===== src/rtl/core/dcpf_pkg.sv =====
// Shared types and constants for the DNA reverse-complement palindrome finder.
// No dependencies; imported by every module of the block.
`timescale 1ns / 1ps

package dcpf_pkg;

  localparam int BASE_W          = 2;
  localparam int CFG_W           = 6;
  localparam int START_W         = 16;
  localparam int LEN_W           = 6;
  localparam int MAX_PAL_LEN_DEF = 32;
  localparam int MAX_SEQ_LEN_DEF = 65536;

  localparam logic [CFG_W-1:0]  MIN_LEN_RST = 6'd4;
  localparam logic [CFG_W-1:0]  MIN_LEN_LOW = 6'd4;
  localparam logic [BASE_W-1:0] COMP_MASK   = 2'b11;

  // one window slot as handed along the cell chain
  typedef struct packed {
    logic [BASE_W-1:0] base;
    logic              valid;
  } dcpf_link_t;

  function automatic logic [BASE_W-1:0] complement(input logic [BASE_W-1:0] b);
    complement = b ^ COMP_MASK;
  endfunction

endpackage


===== src/rtl/core/dna_complement_palindrome_finder.sv =====
// Top level: cell chain over the base window, position counter and result emitter.
// Hit masks are registered in the serializer, or in the holding stage if it is busy.
// Throughput: one base beat per cycle; a base with n hits gives n result beats,
// and the input stalls once the holding stage behind the serializer is full.
// Reset clears window, length flags, position and overflow; min_length returns to 4.
`timescale 1ns / 1ps

module dna_complement_palindrome_finder
  import dcpf_pkg::*;
#(
  parameter int MAX_PAL_LEN = MAX_PAL_LEN_DEF,
  parameter int MAX_SEQ_LEN = MAX_SEQ_LEN_DEF
) (
  input  logic               clk_i,
  input  logic               rst_ni,
  input  logic               cfg_we_i,
  input  logic [CFG_W-1:0]   cfg_wdata_i,
  input  logic               s_axis_tvalid_i,
  output logic               s_axis_tready_o,
  input  logic [7:0]         s_axis_tdata_i,   // [1:0] base, [7:2] zero
  input  logic               s_axis_tuser_i,   // [0] first_base
  output logic               m_axis_tvalid_o,
  input  logic               m_axis_tready_i,
  output logic [23:0]        m_axis_tdata_o,   // [15:0] start_pos, [21:16] pal_length
  output logic               m_axis_tlast_o,
  output logic               m_axis_tuser_o    // [0] overflow
);

  localparam int NUM_LENS = MAX_PAL_LEN / 2;
  localparam int SEQ_W    = $clog2(MAX_SEQ_LEN);
  localparam int LW       = LEN_W + 1;

  logic [CFG_W-1:0]    min_q;
  logic [SEQ_W-1:0]    pos_q, pos_eff;
  logic                full_q, full_eff;
  logic                acc, clr;
  logic [BASE_W-1:0]   base;
  logic [LW-1:0]       lo_raw, lo;
  logic [NUM_LENS-1:0] hit, mask;
  dcpf_link_t          link [NUM_LENS+1];
  logic                flag [NUM_LENS+1];
  logic [START_W-1:0]  start;
  logic [LEN_W-1:0]    len;

  assign acc      = s_axis_tvalid_i & s_axis_tready_o;
  assign clr      = s_axis_tuser_i;
  assign base     = s_axis_tdata_i[BASE_W-1:0];
  assign pos_eff  = clr ? '0 : pos_q;
  assign full_eff = full_q & ~clr;

  assign link[0].base  = base;
  assign link[0].valid = 1'b1;
  assign flag[0]       = 1'b1;

  for (genvar k = 0; k < NUM_LENS; k++) begin : g_cell
    dcpf_cell #(
      .FIRST (k == 0)
    ) u_cell (
      .clk_i   (clk_i),
      .rst_ni  (rst_ni),
      .adv_i   (acc),
      .clr_i   (clr),
      .base_i  (base),
      .shift_i (link[k]),
      .flag_i  (flag[k]),
      .shift_o (link[k+1]),
      .flag_o  (flag[k+1]),
      .hit_o   (hit[k])
    );
  end

  always_comb begin
    lo_raw = (min_q < MIN_LEN_LOW) ? LW'(MIN_LEN_LOW) : LW'(min_q);
    lo     = (lo_raw + LW'(lo_raw[0])) & ~LW'(1);
  end

  for (genvar k = 0; k < NUM_LENS; k++) begin : g_mask
    localparam int L = 2 * k + 2;
    assign mask[k] = hit[k] & ((L >= 4) && (L < (1 << LW))) & (LW'(L) >= lo);
  end

  always_ff @(posedge clk_i or negedge rst_ni) begin
    if (!rst_ni) begin
      min_q  <= MIN_LEN_RST;
      pos_q  <= '0;
      full_q <= 1'b0;
    end else begin
      if (cfg_we_i) begin
        min_q <= cfg_wdata_i;
      end
      if (acc) begin
        if (pos_eff == SEQ_W'(MAX_SEQ_LEN - 1)) begin
          pos_q  <= pos_eff;
          full_q <= 1'b1;
        end else begin
          pos_q  <= pos_eff + SEQ_W'(1);
          full_q <= full_eff;
        end
      end
    end
  end

  dcpf_emitter #(
    .NUM_LENS (NUM_LENS),
    .SEQ_W    (SEQ_W)
  ) u_emitter (
    .clk_i   (clk_i),
    .rst_ni  (rst_ni),
    .push_i  (acc & (mask != '0)),
    .mask_i  (mask),
    .idx_i   (pos_eff),
    .ovf_i   (full_eff),
    .ready_o (s_axis_tready_o),
    .valid_o (m_axis_tvalid_o),
    .take_i  (m_axis_tready_i),
    .start_o (start),
    .len_o   (len),
    .last_o  (m_axis_tlast_o),
    .ovf_o   (m_axis_tuser_o)
  );

  assign m_axis_tdata_o = {2'b00, len, start};

endmodule


===== src/rtl/core/dcpf_cell.sv =====
// One palindrome chain cell: two window slots (one if FIRST), flag of one even length.
// Depends on dcpf_pkg.
`timescale 1ns / 1ps

module dcpf_cell
  import dcpf_pkg::*;
#(
  parameter bit FIRST = 1'b0
) (
  input  logic              clk_i,
  input  logic              rst_ni,
  input  logic              adv_i,
  input  logic              clr_i,
  input  logic [BASE_W-1:0] base_i,
  input  dcpf_link_t        shift_i,
  input  logic              flag_i,
  output dcpf_link_t        shift_o,
  output logic              flag_o,
  output logic              hit_o
);

  dcpf_link_t tap_q, tap_d, tap_eff;
  logic       flag_q;

  always_comb begin
    tap_eff       = tap_q;
    tap_eff.valid = tap_q.valid & ~clr_i;
  end

  assign flag_o  = flag_q & ~clr_i;
  assign shift_o = tap_eff;
  assign hit_o   = flag_i & tap_eff.valid & (complement(tap_eff.base) == base_i);

  if (FIRST) begin : g_first
    assign tap_d = shift_i;
  end else begin : g_lead
    dcpf_link_t lead_q, lead_eff;

    always_comb begin
      lead_eff       = lead_q;
      lead_eff.valid = lead_q.valid & ~clr_i;
    end

    assign tap_d = lead_eff;

    always_ff @(posedge clk_i or negedge rst_ni) begin
      if (!rst_ni) begin
        lead_q <= '0;
      end else if (adv_i) begin
        lead_q <= shift_i;
      end
    end
  end

  always_ff @(posedge clk_i or negedge rst_ni) begin
    if (!rst_ni) begin
      tap_q  <= '0;
      flag_q <= 1'b0;
    end else if (adv_i) begin
      tap_q  <= tap_d;
      flag_q <= hit_o;
    end
  end

endmodule


===== src/rtl/core/dcpf_emitter.sv =====
// Result emitter: holding stage and serializer that turn a hit mask into one beat per length.
// Depends on dcpf_pkg.
`timescale 1ns / 1ps

module dcpf_emitter
  import dcpf_pkg::*;
#(
  parameter int NUM_LENS = MAX_PAL_LEN_DEF / 2,
  parameter int SEQ_W    = $clog2(MAX_SEQ_LEN_DEF)
) (
  input  logic                clk_i,
  input  logic                rst_ni,
  input  logic                push_i,
  input  logic [NUM_LENS-1:0] mask_i,
  input  logic [SEQ_W-1:0]    idx_i,
  input  logic                ovf_i,
  output logic                ready_o,
  output logic                valid_o,
  input  logic                take_i,
  output logic [START_W-1:0]  start_o,
  output logic [LEN_W-1:0]    len_o,
  output logic                last_o,
  output logic                ovf_o
);

  localparam int KW = $clog2(NUM_LENS);
  localparam int DW = (SEQ_W > START_W) ? SEQ_W : START_W;

  logic [NUM_LENS-1:0] h_mask_q, s_mask_q, s_mask_d, s_rest;
  logic [SEQ_W-1:0]    h_idx_q, s_idx_q, s_idx_d;
  logic                h_ovf_q, s_ovf_q, s_ovf_d;
  logic                h_vq, h_vd, s_vq, s_vd;
  logic                s_free, h_load;
  logic [KW-1:0]       sel;
  logic [DW-1:0]       diff;

  assign s_rest  = s_mask_q & (s_mask_q - NUM_LENS'(1));
  assign last_o  = (s_rest == '0);
  assign s_free  = ~s_vq | (take_i & last_o);
  assign ready_o = ~h_vq | s_free;
  assign h_load  = push_i & (h_vq | ~s_free);

  always_comb begin
    sel = '0;
    for (int k = NUM_LENS - 1; k >= 0; k--) begin
      if (s_mask_q[k]) begin
        sel = KW'(k);
      end
    end
  end

  assign diff    = DW'(s_idx_q) - DW'({sel, 1'b1});
  assign start_o = diff[START_W-1:0];
  assign len_o   = LEN_W'((KW + 2)'({sel, 1'b0}) + (KW + 2)'(2));
  assign ovf_o   = s_ovf_q;
  assign valid_o = s_vq;

  always_comb begin
    s_vd     = s_vq;
    s_mask_d = s_mask_q;
    s_idx_d  = s_idx_q;
    s_ovf_d  = s_ovf_q;
    if (s_free) begin
      if (h_vq) begin
        s_vd     = 1'b1;
        s_mask_d = h_mask_q;
        s_idx_d  = h_idx_q;
        s_ovf_d  = h_ovf_q;
      end else if (push_i) begin
        s_vd     = 1'b1;
        s_mask_d = mask_i;
        s_idx_d  = idx_i;
        s_ovf_d  = ovf_i;
      end else begin
        s_vd = 1'b0;
      end
    end else if (take_i) begin
      s_mask_d = s_rest;
    end
  end

  always_comb begin
    h_vd = h_vq;
    if (h_load) begin
      h_vd = 1'b1;
    end else if (h_vq && s_free) begin
      h_vd = 1'b0;
    end
  end

  always_ff @(posedge clk_i or negedge rst_ni) begin
    if (!rst_ni) begin
      h_vq <= 1'b0;
      s_vq <= 1'b0;
    end else begin
      h_vq <= h_vd;
      s_vq <= s_vd;
    end
  end

  always_ff @(posedge clk_i) begin
    s_mask_q <= s_mask_d;
    s_idx_q  <= s_idx_d;
    s_ovf_q  <= s_ovf_d;
    if (h_load) begin
      h_mask_q <= mask_i;
      h_idx_q  <= idx_i;
      h_ovf_q  <= ovf_i;
    end
  end

endmodule

===== config.mk =====
export PLATFORM = sky130hd
export DESIGN_NAME = dna_complement_palindrome_finder
export DESIGN_NICKNAME = d
export VERILOG_FILES = /design/src/rtl/core/dcpf_pkg.sv /design/src/rtl/core/dna_complement_palindrome_finder.sv /design/src/rtl/core/dcpf_cell.sv /design/src/rtl/core/dcpf_emitter.sv
export SDC_FILE = /design/constraint.sdc
export NUM_CORES = 1
export LEC_CHECK = 0
export BUFFER_PORTS_ARGS = -buffer_cell sky130_fd_sc_hd__buf_4
export CAP_MARGIN = 20
export CORE_MARGIN = 5
export CORE_UTILIZATION = 58
export CTS_BUF_LIST = sky130_fd_sc_hd__clkbuf_4 sky130_fd_sc_hd__clkbuf_8
export DETAILED_ROUTE_END_ITERATION = 12
export HOLD_SLACK_MARGIN = 0.06
export PLACE_DENSITY = 0.79
export SLEW_MARGIN = 20
export SYNTH_ARGS = -nofsm -noshare
export SYNTH_HDL_FRONTEND = slang
export SYNTH_SLANG_ARGS = --single-unit

===== constraint.sdc =====
create_clock -name clk_i -period 5.54 [get_ports clk_i]
set_input_delay 0.554 -clock clk_i [delete_from_list [all_inputs] [get_ports clk_i]]
set_output_delay 0.554 -clock clk_i [all_outputs]
set_load 0.01 [all_outputs]

-- After elaboration in Yosys (flattened, before gate mapping)
Cells that the tools add are included.
- flip-flop bits (word level): 198
- bits in latches: 0
- RAM bits: 0
- memory bits (read-only): 0
- output and inout port bits: 28
- memories kept: 0
- add/subtract/negate cells: 5
- multipliers: 0
- divide/modulo/power cells: 0
- $lt $le $gt $ge: 16
- eq/ne operators: 18
- shift operators: 0
- muxes and demuxes: 32
- bitwise operators: 121
- reductions and logical operators: 8
- operator list (operator ; count):
    $mux 16 ; 8
    $and 1x1->1 ; 97
    $mux 4 ; 16
    $ge 5x7->1 const A ; 8
    $eq 2x2->1 ; 16
    $not 2->2 ; 16
    $ge 4x7->1 const A ; 4
    $add 16x1->16 const B ; 1
    $and 16x16->16 ; 1
    $eq 16x16->1 const B ; 1
    $logic_not 16->1 ; 1
    $reduce_bool 16->1 ; 1
    $sub 16x1->16 const B ; 1
    $sub 16x5->16 ; 1
    $ge 3x7->1 const A ; 2
    $add 6x1->7 ; 1
    $ge 6x7->1 const A ; 1
    $mux 1 ; 7
    $add 5x2->6 const B ; 1
    $lt 6x3->1 const B ; 1
    $mux 6 ; 1
    $reduce_bool 2->1 ; 3
    $not 1->1 ; 4
    $reduce_and 2->1 ; 2
    3 further kinds ; 5

-- Longest topological paths before layout
Gate-level depths: netlist of run 1.
- depth after elaboration: 17
- gate-level depth with buffers: 15
- gate-level depth less buffers: 15

-- Modules after synthesis
A second synthesis of run 1 with hierarchy kept.
- cells, all modules: 897
- area, all modules: 10666.5 um^2
- by module, submodules not included (module ; instances ; cells each ; area each (um^2) ; sequential area each (um^2)):
    dcpf_cell (g_cell[10].u_cell ...) ; 15 ; 26 ; 340.3 ; 175.2
    dcpf_emitter ; 1 ; 269 ; 3552.2 ; 2031.9
    dna_complement_palindrome_finder ; 1 ; 221 ; 1795.5 ; 576.8
    dcpf_cell (g_cell[0].u_cell) ; 1 ; 17 ; 214.0 ; 100.1

-- Worst setup path before layout of run 1
No wires, ideal clock.
- kind: register to register
- from: register min_q[3]
- to: register u_emitter.h_idx_q[0] (enable)
- arrival: 4.822 ns
- path slack: 0.257 ns
- cell stages (with the launch flop): 14
- buffers on the path: 3
- path through: dfrtp_1 > clkbuf_1 > clkbuf_1 > nor4_1 > nor2b_1 > ha_1 > clkbuf_1 > nand3_1 > o31ai_1 > o2111a_1 > nor3_1 > o31ai_1 > nor4_1 > nor3_1
- longest elaborated chain between the ends: 8
- ends and longest elaborated chain (what ; line ; text):
    from (decl) ; dna_complement_palindrome_finder.sv:33 ; logic [CFG_W-1:0] min_q;
    from (signal assigned) ; dna_complement_palindrome_finder.sv:89 ; min_q <= cfg_wdata_i;
    $lt 6x3->1 ; dna_complement_palindrome_finder.sv:73 ; lo_raw = (min_q < MIN_LEN_LOW) ? LW'(MIN_LEN_LOW) : LW'(min_q);
    $mux 6 * ; dna_complement_palindrome_finder.sv:73 ;
    $add 6x1->7 * ; dna_complement_palindrome_finder.sv:74 ; lo = (lo_raw + LW'(lo_raw[0])) & ~LW'(1);
    $ge 4x7->1 * ; dna_complement_palindrome_finder.sv:79 ; assign mask[k] = hit[k] & ((L >= 4) && (L < (1 << LW))) & (LW'(L) >= lo);
    $and 1x1->1 * ; dna_complement_palindrome_finder.sv:79 ;
    net mask[4] ; dna_complement_palindrome_finder.sv:39 ; logic [NUM_LENS-1:0] hit, mask;
    $reduce_bool 16->1 * ; dna_complement_palindrome_finder.sv:109 ; .push_i (acc & (mask != '0)),
    $and 1x1->1 * ; dna_complement_palindrome_finder.sv:109 ;
    $and 1x1->1 * ; dcpf_emitter.sv:41 ; assign h_load = push_i & (h_vq | ~s_free);
    net u_emitter.h_load ; dcpf_emitter.sv:33 ; logic s_free, h_load;
    to (signal assigned) ; dcpf_emitter.sv:107 ; h_idx_q <= idx_i;
    to (decl) ; dcpf_emitter.sv:30 ; logic [SEQ_W-1:0] h_idx_q, s_idx_q, s_idx_d;
Mark *: on every way through the listed nets, which the timed path passes. The rest lies on a longest branch.
A chain may end at the register's enable or synchronous reset.

-- Worst setup path in the final report of run 1
- from: register u_emitter.s_mask_q[13]
- to: output m_axis_tdata_o[13]
- longest elaborated chain between the ends: 15
- ends and longest elaborated chain (what ; line ; text):
    from (decl) ; dcpf_emitter.sv:29 ; logic [NUM_LENS-1:0] h_mask_q, s_mask_q, s_mask_d, s_rest;
    from (signal assigned) ; dcpf_emitter.sv:102 ; s_mask_q <= s_mask_d;
    $mux 4 (14 in series) ; dcpf_emitter.sv:46 ; if (s_mask_q[k]) begin
    $sub 16x5->16 ; dcpf_emitter.sv:52 ; assign diff = DW'(s_idx_q) - DW'({sel, 1'b1});
    to (decl) ; dna_complement_palindrome_finder.sv:24 ; output logic [23:0] m_axis_tdata_o,
Every way passes these cells.

==> impl_metrics.tcl, run 1 <==
set metrics [dict create \
    status "finished, final reports clean" \
    globalRouteOverflowTotal 0 \
    report.final.hold_viol_count 0 \
    multi_input_area_um2 4218 \
    antenna_found_initial 0 \
    h-tree-depth 4 \
    numCtsBuffers 17 \
    post_cts_resized 0 \
    crit_path_start_kind "register" \
    fmax_mhz 222.3 \
    clock-sinks 197 \
    drt_iter0_markers 533 \
    tightest_slew_ns 0.8125 \
    hpwl_um 12930 \
    ios 48 \
    synth_area_per_cell_um2 9.414 \
    cp_max_fo 5 \
    ir_worst_vdd_v 0.0002296 \
    yosys-top-cells-count "346 x nand2_1, 132 x dfrtp_1, 64 x edfxtp_1, 37 x clkbuf_1, 37 x nor2_1" \
    drt_wl_total_um 19230 \
    first_pass_iters 5 \
    ys_ff_latch 197 \
    finalPower_mw 2.910 \
    seqCellArea_um2 5251 \
    cts_buffer_depth 2 \
    synth_edf_count 64 \
    synth_top_cell_area_share_pct 33.67 \
    period_share_pct 81.19 \
    cts-root-buf "clkbuf_8" \
    ys_types 72 \
    rows 47 \
    wl_per_cell_um 15.02 \
    final_max_slew_viol_count 0 \
    antenna_cells 0 \
    fill_cells 1357 \
    rsz0062_at_grt "no" \
    globalRouteTotalUtil_pct 20.09 \
    grt_pass1_vias 6937 \
    p_leak_nw 4.737 \
    gp_congestion 0.8642 \
    via_per_inst 5.618 \
    powerDensity_nw_per_um2 275.4 \
    cts_tree "done" \
    crit_arrival_ns 3.94 \
    insertion_delay_ns 0.49 \
    relSlewSlack_pct 45.33 \
    setup_tns_ns 0 \
    ant_nets 0 \
    initial_core_util_pct 59.15 \
    io_buffers 38 \
    via_count 7191 \
    die_x_um 140.1 \
    synth.area.top_cells "dfrtp_1 34%, edfxtp_1 20%, nand2_1 13%" \
    period_needed_ns 4.498 \
    dieHeight_um 140.1 \
    crit_type "reg -> out" \
    synth_cells 1042 \
    synthFlopType "dfrtp_1" \
    cp-end-kind "output port" \
    synthesis.yosys.warnings 0 \
    synthArstFlopShare_pct 67.51 \
    crit_required_ns 4.99 \
    fp.dieArea_um2 19610 \
    drv_cap 0 \
    drcViolationCount 0 \
    syn_area_um2 9809 \
    path_clk_slew_ns 0.11 \
    core_area_um2 16580 \
    yosysTopAreaCell "dfrtp_1" \
    nNetsFinal 1075 \
    synth_most_common_cell "nand2_1" \
    hold_class "in -> async" \
    ys_seq_area_share_pct 53.53 \
    setup_ws_ns 1.042 \
    grt_pass1_wl_um 32700 \
    post_cts_buffers 0 \
    pre_cts_slack_ns 1.116 \
    areaGrowthSynthToFinish_pct 7.717 \
    layout-drive-gt1-share_pct 10.57 \
    grt_max_degree 89 \
    setup_viol 0 \
    skew_ns 0.01739 \
    stdcell_count 1280 \
    ctsHoldBuffers 0 \
    dp_cells 1248 \
]
## worst max-delay path, stage by stage (launching register included)
cell and delay [ns]:
edfxtp_1 0.49, inv_1 0.09, a21oi_1 0.06, o21bai_1 0.13, a21oi_1 0.09, o21ai_0 0.29, nand2_1 0.12, a21oi_1 0.31
ha_1 0.30, a21o_1 0.18, a21oi_1 0.21, nor2b_1 0.08, o21a_1 0.19, nand2b_1 0.22, nor4_1 0.35, xor2_1 0.21
buf_4 0.15
## state kept, by name (all words and copies together) (netlist names)
name	cells
g_cell.u_cell.g_lead.lead_q	15
u_emitter.h_ovf_q	1
u_emitter.h_idx_q	16
g_cell.u_cell.flag_q	15
g_cell.u_cell.shift_o	32
full_q	1
u_emitter.s_mask_q	15
g_cell.u_cell.tap_q	16
pos_q	16
u_emitter.ovf_o	1
u_emitter.h_vq	1
u_emitter.valid_o	1
min_q	6
g_cell.u_cell.g_lead.lead_eff	30
u_emitter.s_idx_q	16
u_emitter.h_mask_q	15
## layout make-up
type	instances	area share, %
Inverter	22	0.7815
Multi-Input combinational cell	762	39.92
Clock buffer	18	2.285
Tap cell	220	2.605
Timing Repair Buffer	47	3.375
Sequential cell	197	49.70
Clock inverter	14	1.338
## through the flow
step           hold slack, ns  area (um2)  util (%)
2_1_floorplan          0.2584        9817         -
3_3_place_gp           0.4447       10180     61.37
3_5_place_dp           0.4538       10180     61.37
4_1_cts               0.06773       10560     63.68
5_1_grt                0.1038       10570     63.72
6_report              0.03720       10570     63.72
## power breakdown
| part | internal, mW | switching, mW |
|---|---|---|
| logic | 0.129 | 0.202 |
| registers | 1.59 | 0.0881 |
| clock network | 0.338 | 0.559 |
| total | 2.06 | 0.849 |
## cells in the final DEF (no fill, tap or decap), drive strengths merged, types with 27 or more instances in the layout
| cell type | n |
|---|---|
| a21oi | 30 |
| edfxtp | 64 |
| dfrtp | 132 |
| nor2 | 37 |
| xor2 | 32 |
| o21ai | 61 |
| buf | 47 |
| nand2 | 346 |
| inv | 27 |
| nor2b | 29 |
## worst paths after layout
path / start / endpoint / slack (ns) / cells past startpoint
max: u_emitter.s_mask_q[13]$_DFFE_PP_ / m_axis_tdata_o[13] / 1.04 / 16
min: rst_ni / min_q[5]$_DFFE_PN0P_ / 0.04 / 1
max reg2reg: min_q[3]$_DFFE_PN0P_ / u_emitter.s_mask_q[8]$_DFFE_PP_ / 1.05 / 11
min reg2reg: g_cell[15].u_cell.g_lead.lead_eff[1]$_DFFE_PN0P_ / g_cell[15].u_cell.shift_o[1]$_DFFE_PN0P_ / 0.47 / 2
max in group asynchronous: rst_ni / g_cell[12].u_cell.shift_o[1]$_DFFE_PN0P_ / 4.22 / 2
min in group clk_i: cfg_we_i / min_q[2]$_DFFE_PN1P_ / 0.27 / 2
## routing by layer
layer,wire (um),global-route usage [%],share of wire (%),vias to the layer above
li1,-,-,-,3560
met1,8816,27.53,46,3437
met2,9310,32.87,48,163
met3,740,3.238,3.8,31
met4,361,6.935,1.9,0
met5,0,0,0,-
## kinds of logic after synthesis
family          count (synthesis)  share of synthesized area, %
buf+inv                        85                         3.750
simple gates                  517                         23.23
other cells                     1                       0.03823
fa+ha+maj                      10                         1.314
flops                         197                         53.53
mux                            30                         3.278
compound gates                152                         10.40
xor+xnor                       50                         4.464
No activity file was read; power rests on OpenSTA's default activity.
==> run 2, diff against run 1 <==
--- a/config.mk
+++ b/config.mk
@@ -8,11 +8,11 @@
 export BUFFER_PORTS_ARGS = -buffer_cell sky130_fd_sc_hd__buf_4
 export CAP_MARGIN = 20
 export CORE_MARGIN = 5
-export CORE_UTILIZATION = 58
+export CORE_UTILIZATION = 64
 export CTS_BUF_LIST = sky130_fd_sc_hd__clkbuf_4 sky130_fd_sc_hd__clkbuf_8
 export DETAILED_ROUTE_END_ITERATION = 12
 export HOLD_SLACK_MARGIN = 0.06
-export PLACE_DENSITY = 0.79
+export PLACE_DENSITY = 0.83
 export SLEW_MARGIN = 20
 export SYNTH_ARGS = -nofsm -noshare
 export SYNTH_HDL_FRONTEND = slang
==> constraint.sdc (replaced) <==
create_clock -name clk_i -period 4.3 [get_ports clk_i]
set_input_delay 0.43 -clock clk_i [delete_from_list [all_inputs] [get_ports clk_i]]
set_output_delay 0.43 -clock clk_i [all_outputs]
set_load 0.01 [all_outputs]
==> run 2 against run 1 <==
Sequential power is 29% higher. Via count fell by 0.51%. Routed wire length is 1.1% lower. Core utilization rose by 6.3 points. Sequential cell count is the same. Design area increased by 0.31%. Clock skew is 0.0067 ns lower. Non-clock buffer count increased by 8. Combinational power grew 32%. Global-route usage is 2.0 points higher. Total power increased by 27%. Worst hold slack worse by 0.023 ns.
==> impl_metrics.tcl, run 2 (synthesis gave the netlist of run 1 again) <==
set metrics [dict create \
    status "finished, final reports clean" \
    multi_input_area_um2 4245 \
    drv_cap 0 \
    crit_type "reg -> out" \
    crit_required_ns 3.87 \
    setup_tns_ns 0 \
    setup_ws_ns 0.2965 \
    cts_buffer_depth 2 \
    clock-sinks 197 \
    insertion_delay_ns 0.47 \
    drt_iter0_markers 486 \
    layout-drive-gt1-share_pct 11.52 \
    r2r_start "min_q[4]$_DFFE_PN0P_" \
    nNetsFinal 1083 \
    hold_class "in -> async" \
    path_clk_slew_ns 0.10 \
    antenna_found_initial 0 \
    dieHeight_um 133.8 \
    final_max_slew_viol_count 0 \
    numCtsBuffers 17 \
    fp.dieArea_um2 17900 \
    tightest_slew_ns 1.056 \
    ios 48 \
    initial_core_util_pct 64.77 \
    seqCellArea_um2 5251 \
    gp_congestion 0.8743 \
    cts_tree "done" \
    skew_ns 0.01066 \
    hold_ws_ns 0.01432 \
    core_area_um2 15150 \
    design_area_um2 10600 \
    io_buffers 38 \
    cp-end-kind "output port" \
    largest_register_ffs 32 \
    crit_path_start_kind "register" \
    powerDensity_nw_per_um2 347.6 \
    rows 45 \
    hpwl_um 13040 \
    cts-root-buf "clkbuf_8" \
    period_needed_ns 4.003 \
    placed_area_um2 10210 \
    globalRouteTotalUtil_pct 22.04 \
    ant_nets 0 \
    fin_util_pct 69.98 \
    grt_max_degree 115 \
    crit_arrival_ns 3.57 \
    die_x_um 133.8 \
    drcViolationCount 0 \
    pre_cts_slack_ns 0.4914 \
    final_common_cell "nand2_1" \
    drt_wl_total_um 19010 \
    report.final.hold_viol_count 0 \
    period_share_pct 93.10 \
    via_count 7154 \
    fill_cells 1159 \
    h-tree-depth 4 \
    first_pass_iters 5 \
    rsz0062_at_grt "no" \
    r2r_slack_ns 0.48 \
    cp_max_fo 7 \
    fmax_mhz 249.8 \
    dp_cells 1223 \
    worstSetupStartpoint "u_emitter.s_mask_q[7]$_DFFE_PP_" \
    ir_worst_vdd_v 0.0002387 \
    globalRouteOverflowTotal 0 \
    finalPower_mw 3.684 \
    grt_pass1_wl_um 32180 \
    grt_pass1_vias 6692 \
    via_per_inst 5.696 \
    stdcell_count 1256 \
    relSlewSlack_pct 29.61 \
    layout_common_cells "346 x nand2_1, 132 x dfrtp_1, 64 x edfxtp_1" \
    antenna_cells 0 \
    p_leak_nw 4.766 \
    setup_viol 0 \
    areaGrowthSynthToFinish_pct 8.048 \
    wl_per_cell_um 15.14 \
]
## run 2: final timing paths
check | cells after the start | to
hold / removal | 1 | min_q[4]$_DFFE_PN0P_
setup / recovery | 9 | m_axis_tdata_o[15]
max in group asynchronous | 2 | g_cell[4].u_cell.shift_o[1]$_DFFE_PN0P_
setup reg to reg | 12 | u_emitter.s_mask_q[4]$_DFFE_PP_
hold reg to reg | 2 | g_cell[8].u_cell.shift_o[2]$_DFFE_PN0P_
min in group clk_i | 2 | min_q[2]$_DFFE_PN1P_
## run 2: per-layer routing
| layer | up-vias | wire length, um | global-route usage [%] |
|---|---|---|---|
| met5 | - | 0 | 0 |
| met2 | 174 | 9420 | 36.55 |
| met1 | 3386 | 8563 | 30.40 |
| met4 | 0 | 267 | 6.057 |
| met3 | 24 | 759 | 3.826 |
| li1 | 3570 | - | - |
## run 2: power by group
group	leakage, nW	internal [mW]	switching [mW]	total, mW
clock network	0.175	0.413	0.670	1.08
registers	2.36	2.05	0.110	2.16
logic	2.23	0.172	0.265	0.437
total	4.77	2.64	1.05	3.68
## run 2: timing repair
item                                    CTS  global route
endpoints found under the hold margin     0             0
endpoints found under the setup margin    1             3
pin swaps                                 0             1
hold buffers                              0             0
buffers inserted                          0             1
gates cloned                              0             0
gates resized for setup                   1             5
## run 2: worst max-delay path, stage by stage (launching register included)
cell	delay [ns]
edfxtp_1	0.49
or4_4	0.62
o21ai_0	0.52
ha_1	0.38
nor2b_1	0.14
o21a_1	0.19
nand2b_1	0.22
nor3_1	0.24
xor2_1	0.16
buf_4	0.14
## run 2: final cells by class
type / count / share of cell area [%]
Clock buffer: 17 / 2.208
Clock inverter: 15 / 1.145
Inverter: 22 / 0.7791
Multi-Input combinational cell: 762 / 40.05
Sequential cell: 197 / 49.55
Tap cell: 188 / 2.219
Timing Repair Buffer: 55 / 4.049
==> run 3, diff against run 2 <==
--- a/config.mk
+++ b/config.mk
@@ -12,8 +12,9 @@
 export CTS_BUF_LIST = sky130_fd_sc_hd__clkbuf_4 sky130_fd_sc_hd__clkbuf_8
 export DETAILED_ROUTE_END_ITERATION = 12
 export HOLD_SLACK_MARGIN = 0.06
-export PLACE_DENSITY = 0.83
+export PLACE_DENSITY = 0.82
 export SLEW_MARGIN = 20
 export SYNTH_ARGS = -nofsm -noshare
 export SYNTH_HDL_FRONTEND = slang
+export SYNTH_HIERARCHICAL = 1
 export SYNTH_SLANG_ARGS = --single-unit
==> run 3 against run 2 <==
Register-to-register slack got worse by 0.12 ns. Sequential cell count is 2 higher. Worst hold slack better by 0.063 ns. Total power increased by 16%. Synthesized area increased by 7.9%. Maximum frequency fell by 2.0%. Highest routed layer unchanged.
==> impl_metrics.tcl, run 3 <==
set metrics [dict create \
    globalRouteOverflowTotal 0 \
    grt_max_degree 109 \
    setup_tns_ns 0 \
    h-tree-depth 4 \
    hpwl_um 12610 \
    layout-drive-gt1-share_pct 28.84 \
    cp_max_fo 6 \
    p_leak_nw 4.707 \
    ir_worst_vdd_v 0.0002398 \
    insertion_delay_ns 0.47 \
    fmax_mhz 244.7 \
    dp_cells 1103 \
    via_per_inst 5.675 \
    numCtsBuffers 17 \
    path_delay_family "compound AO/OA/AOI/OAI gates" \
    path_clk_slew_ns 0.10 \
    pre_cts_slack_ns 0.3680 \
    report.final.hold_viol_count 0 \
    antenna_found_initial 0 \
    timing.critical_path.slowest_stage_cell "edfxtp_1" \
    fp.dieArea_um2 19210 \
    critPathMaxStageDelay_ns 0.51 \
    cts_tree "done" \
    crit_required_ns 3.87 \
    powerDensity_nw_per_um2 376.2 \
    relSlewSlack_pct 34.14 \
    io_buffers 38 \
    ant_nets 0 \
    period_needed_ns 4.086 \
    ios 48 \
    cp.buffers_inverters 2 \
    rows 47 \
    initial_core_util_pct 64.50 \
    wl_per_cell_um 16.29 \
    via_count 6464 \
    drt_wl_total_um 18560 \
    gp_congestion 0.8798 \
    clock-sinks 199 \
    synth_area_per_cell_um2 11.90 \
    crit_type "reg -> out" \
    first_pass_iters 5 \
    crit_arrival_ns 3.66 \
    largest_register_ffs 32 \
    antenna_cells 0 \
    crit_path_start_kind "register" \
    die_x_um 138.6 \
    dieHeight_um 138.6 \
    cp_common_cell "buf_4" \
    core_area_um2 16410 \
    setup_ws_ns 0.2137 \
    final_max_slew_viol_count 0 \
    areaGrowthSynthToFinish_pct 7.638 \
    synthesis.yosys.warnings 6 \
    ctsHoldBuffers 0 \
    tightest_slew_ns 0.9879 \
    globalRouteTotalUtil_pct 20.01 \
    hold_class "in -> async" \
    final_common_cell "dfrtp_1" \
    layout_common_cells "132 x dfrtp_1, 100 x mux2_2, 66 x edfxtp_1" \
    synth_cells 889 \
    grt_pass1_vias 6374 \
    cp-end-kind "output port" \
    drcViolationCount 0 \
    cts_buffer_depth 2 \
    fin_util_pct 69.43 \
    stdcell_count 1139 \
    syn_area_um2 10580 \
    skew_ns 0.01781 \
    grt_pass1_wl_um 31850 \
    cts-root-buf "clkbuf_8" \
    period_share_pct 95.03 \
    status "finished, final reports clean" \
    drv_cap 0 \
    drt_iter0_markers 388 \
    rsz0062_at_grt "no" \
    setup_viol 0 \
    path_cells "or2_2, o21ai_0, a211oi_1, o31ai_1, nand2_1, ha_4, a21oi_2, o21bai_2, a2111oi_4, buf_4, nand3b_1, xnor2_1, buf_4" \
    finalPower_mw 4.285 \
    nNetsFinal 934 \
]
run 3: layer usage:
metal  GRT usage (%)  vias to the layer above  share of wire, %
li1                -                     3171                 -
met1           29.21                     3144                48
met2           30.91                      121                46
met3           3.793                       28               3.5
met4           5.876                        0               1.8
met5               0                        -                 0
run 3: cell type report:
type	count	area, um2
flip-flops and latches	199	5311
fillers	1165	5016
multi-input cells	597	4742
repair buffers	64	534.3
well taps	220	275.3
clock buffers	17	234.0
clock inverters	15	190.2
inverters	27	103.9
run 3: worst register-to-register path: cells and delay by family (launching register included):
| family | cells | cell delay (ns) |
|---|---|---|
| AOI/OAI and AO/OA | 2 | 0.49 |
| adders and majority gates | 1 | 0.32 |
| buffers and inverters | 1 | 0.29 |
| DFF | 1 | 0.46 |
| and+or+nand+nor | 9 | 2.10 |
run 3: timing repair:
item / CTS / global route
buffers inserted: 0 / 4
pin swaps: 1 / 4
gates resized for setup: 1 / 4
setup endpoints to repair: 5 / 7
run 3: path summary, 6_finish.rpt:
path | start | end | slack, ns | depth (start not counted)
max in group asynchronous | rst_ni | g_cell[5].u_cell/g_lead.lead_q[0]$_DFFE_PN0P_ | 3.31 | 2
worst min register to register | full_q$_DFFE_PN0P_ | full_q$_DFFE_PN0P_ | 0.49 | 2
worst max-delay path | u_emitter/s_mask_q[12]$_DFFE_PP_ | m_axis_tdata_o[15] | 0.21 | 13
worst min-delay path | rst_ni | g_cell[1].u_cell/g_lead.lead_eff[1]$_DFFE_PN0P_ | 0.08 | 1
min in group clk_i | cfg_wdata_i[0] | min_q[0]$_DFFE_PN0P_ | 0.19 | 2
worst max register to register | min_q[5]$_DFFE_PN0P_ | u_emitter/s_idx_q[7]$_DFFE_PP_ | 0.36 | 13
run 3: power breakdown:
part           internal [mW]  switching, mW  total (mW)
sequential              2.20          0.179        2.38
combinational          0.374          0.266       0.640
clock                  0.590          0.678        1.27
run 3: per-stage QoR:
stage	hold slack [ns]	area, um2
after floorplan	0.1344	10600
after global placement	0.4621	10890
after detailed placement	0.4685	10900
after CTS	0.1152	11330
after global routing	0.1317	11390
final	0.07728	11390
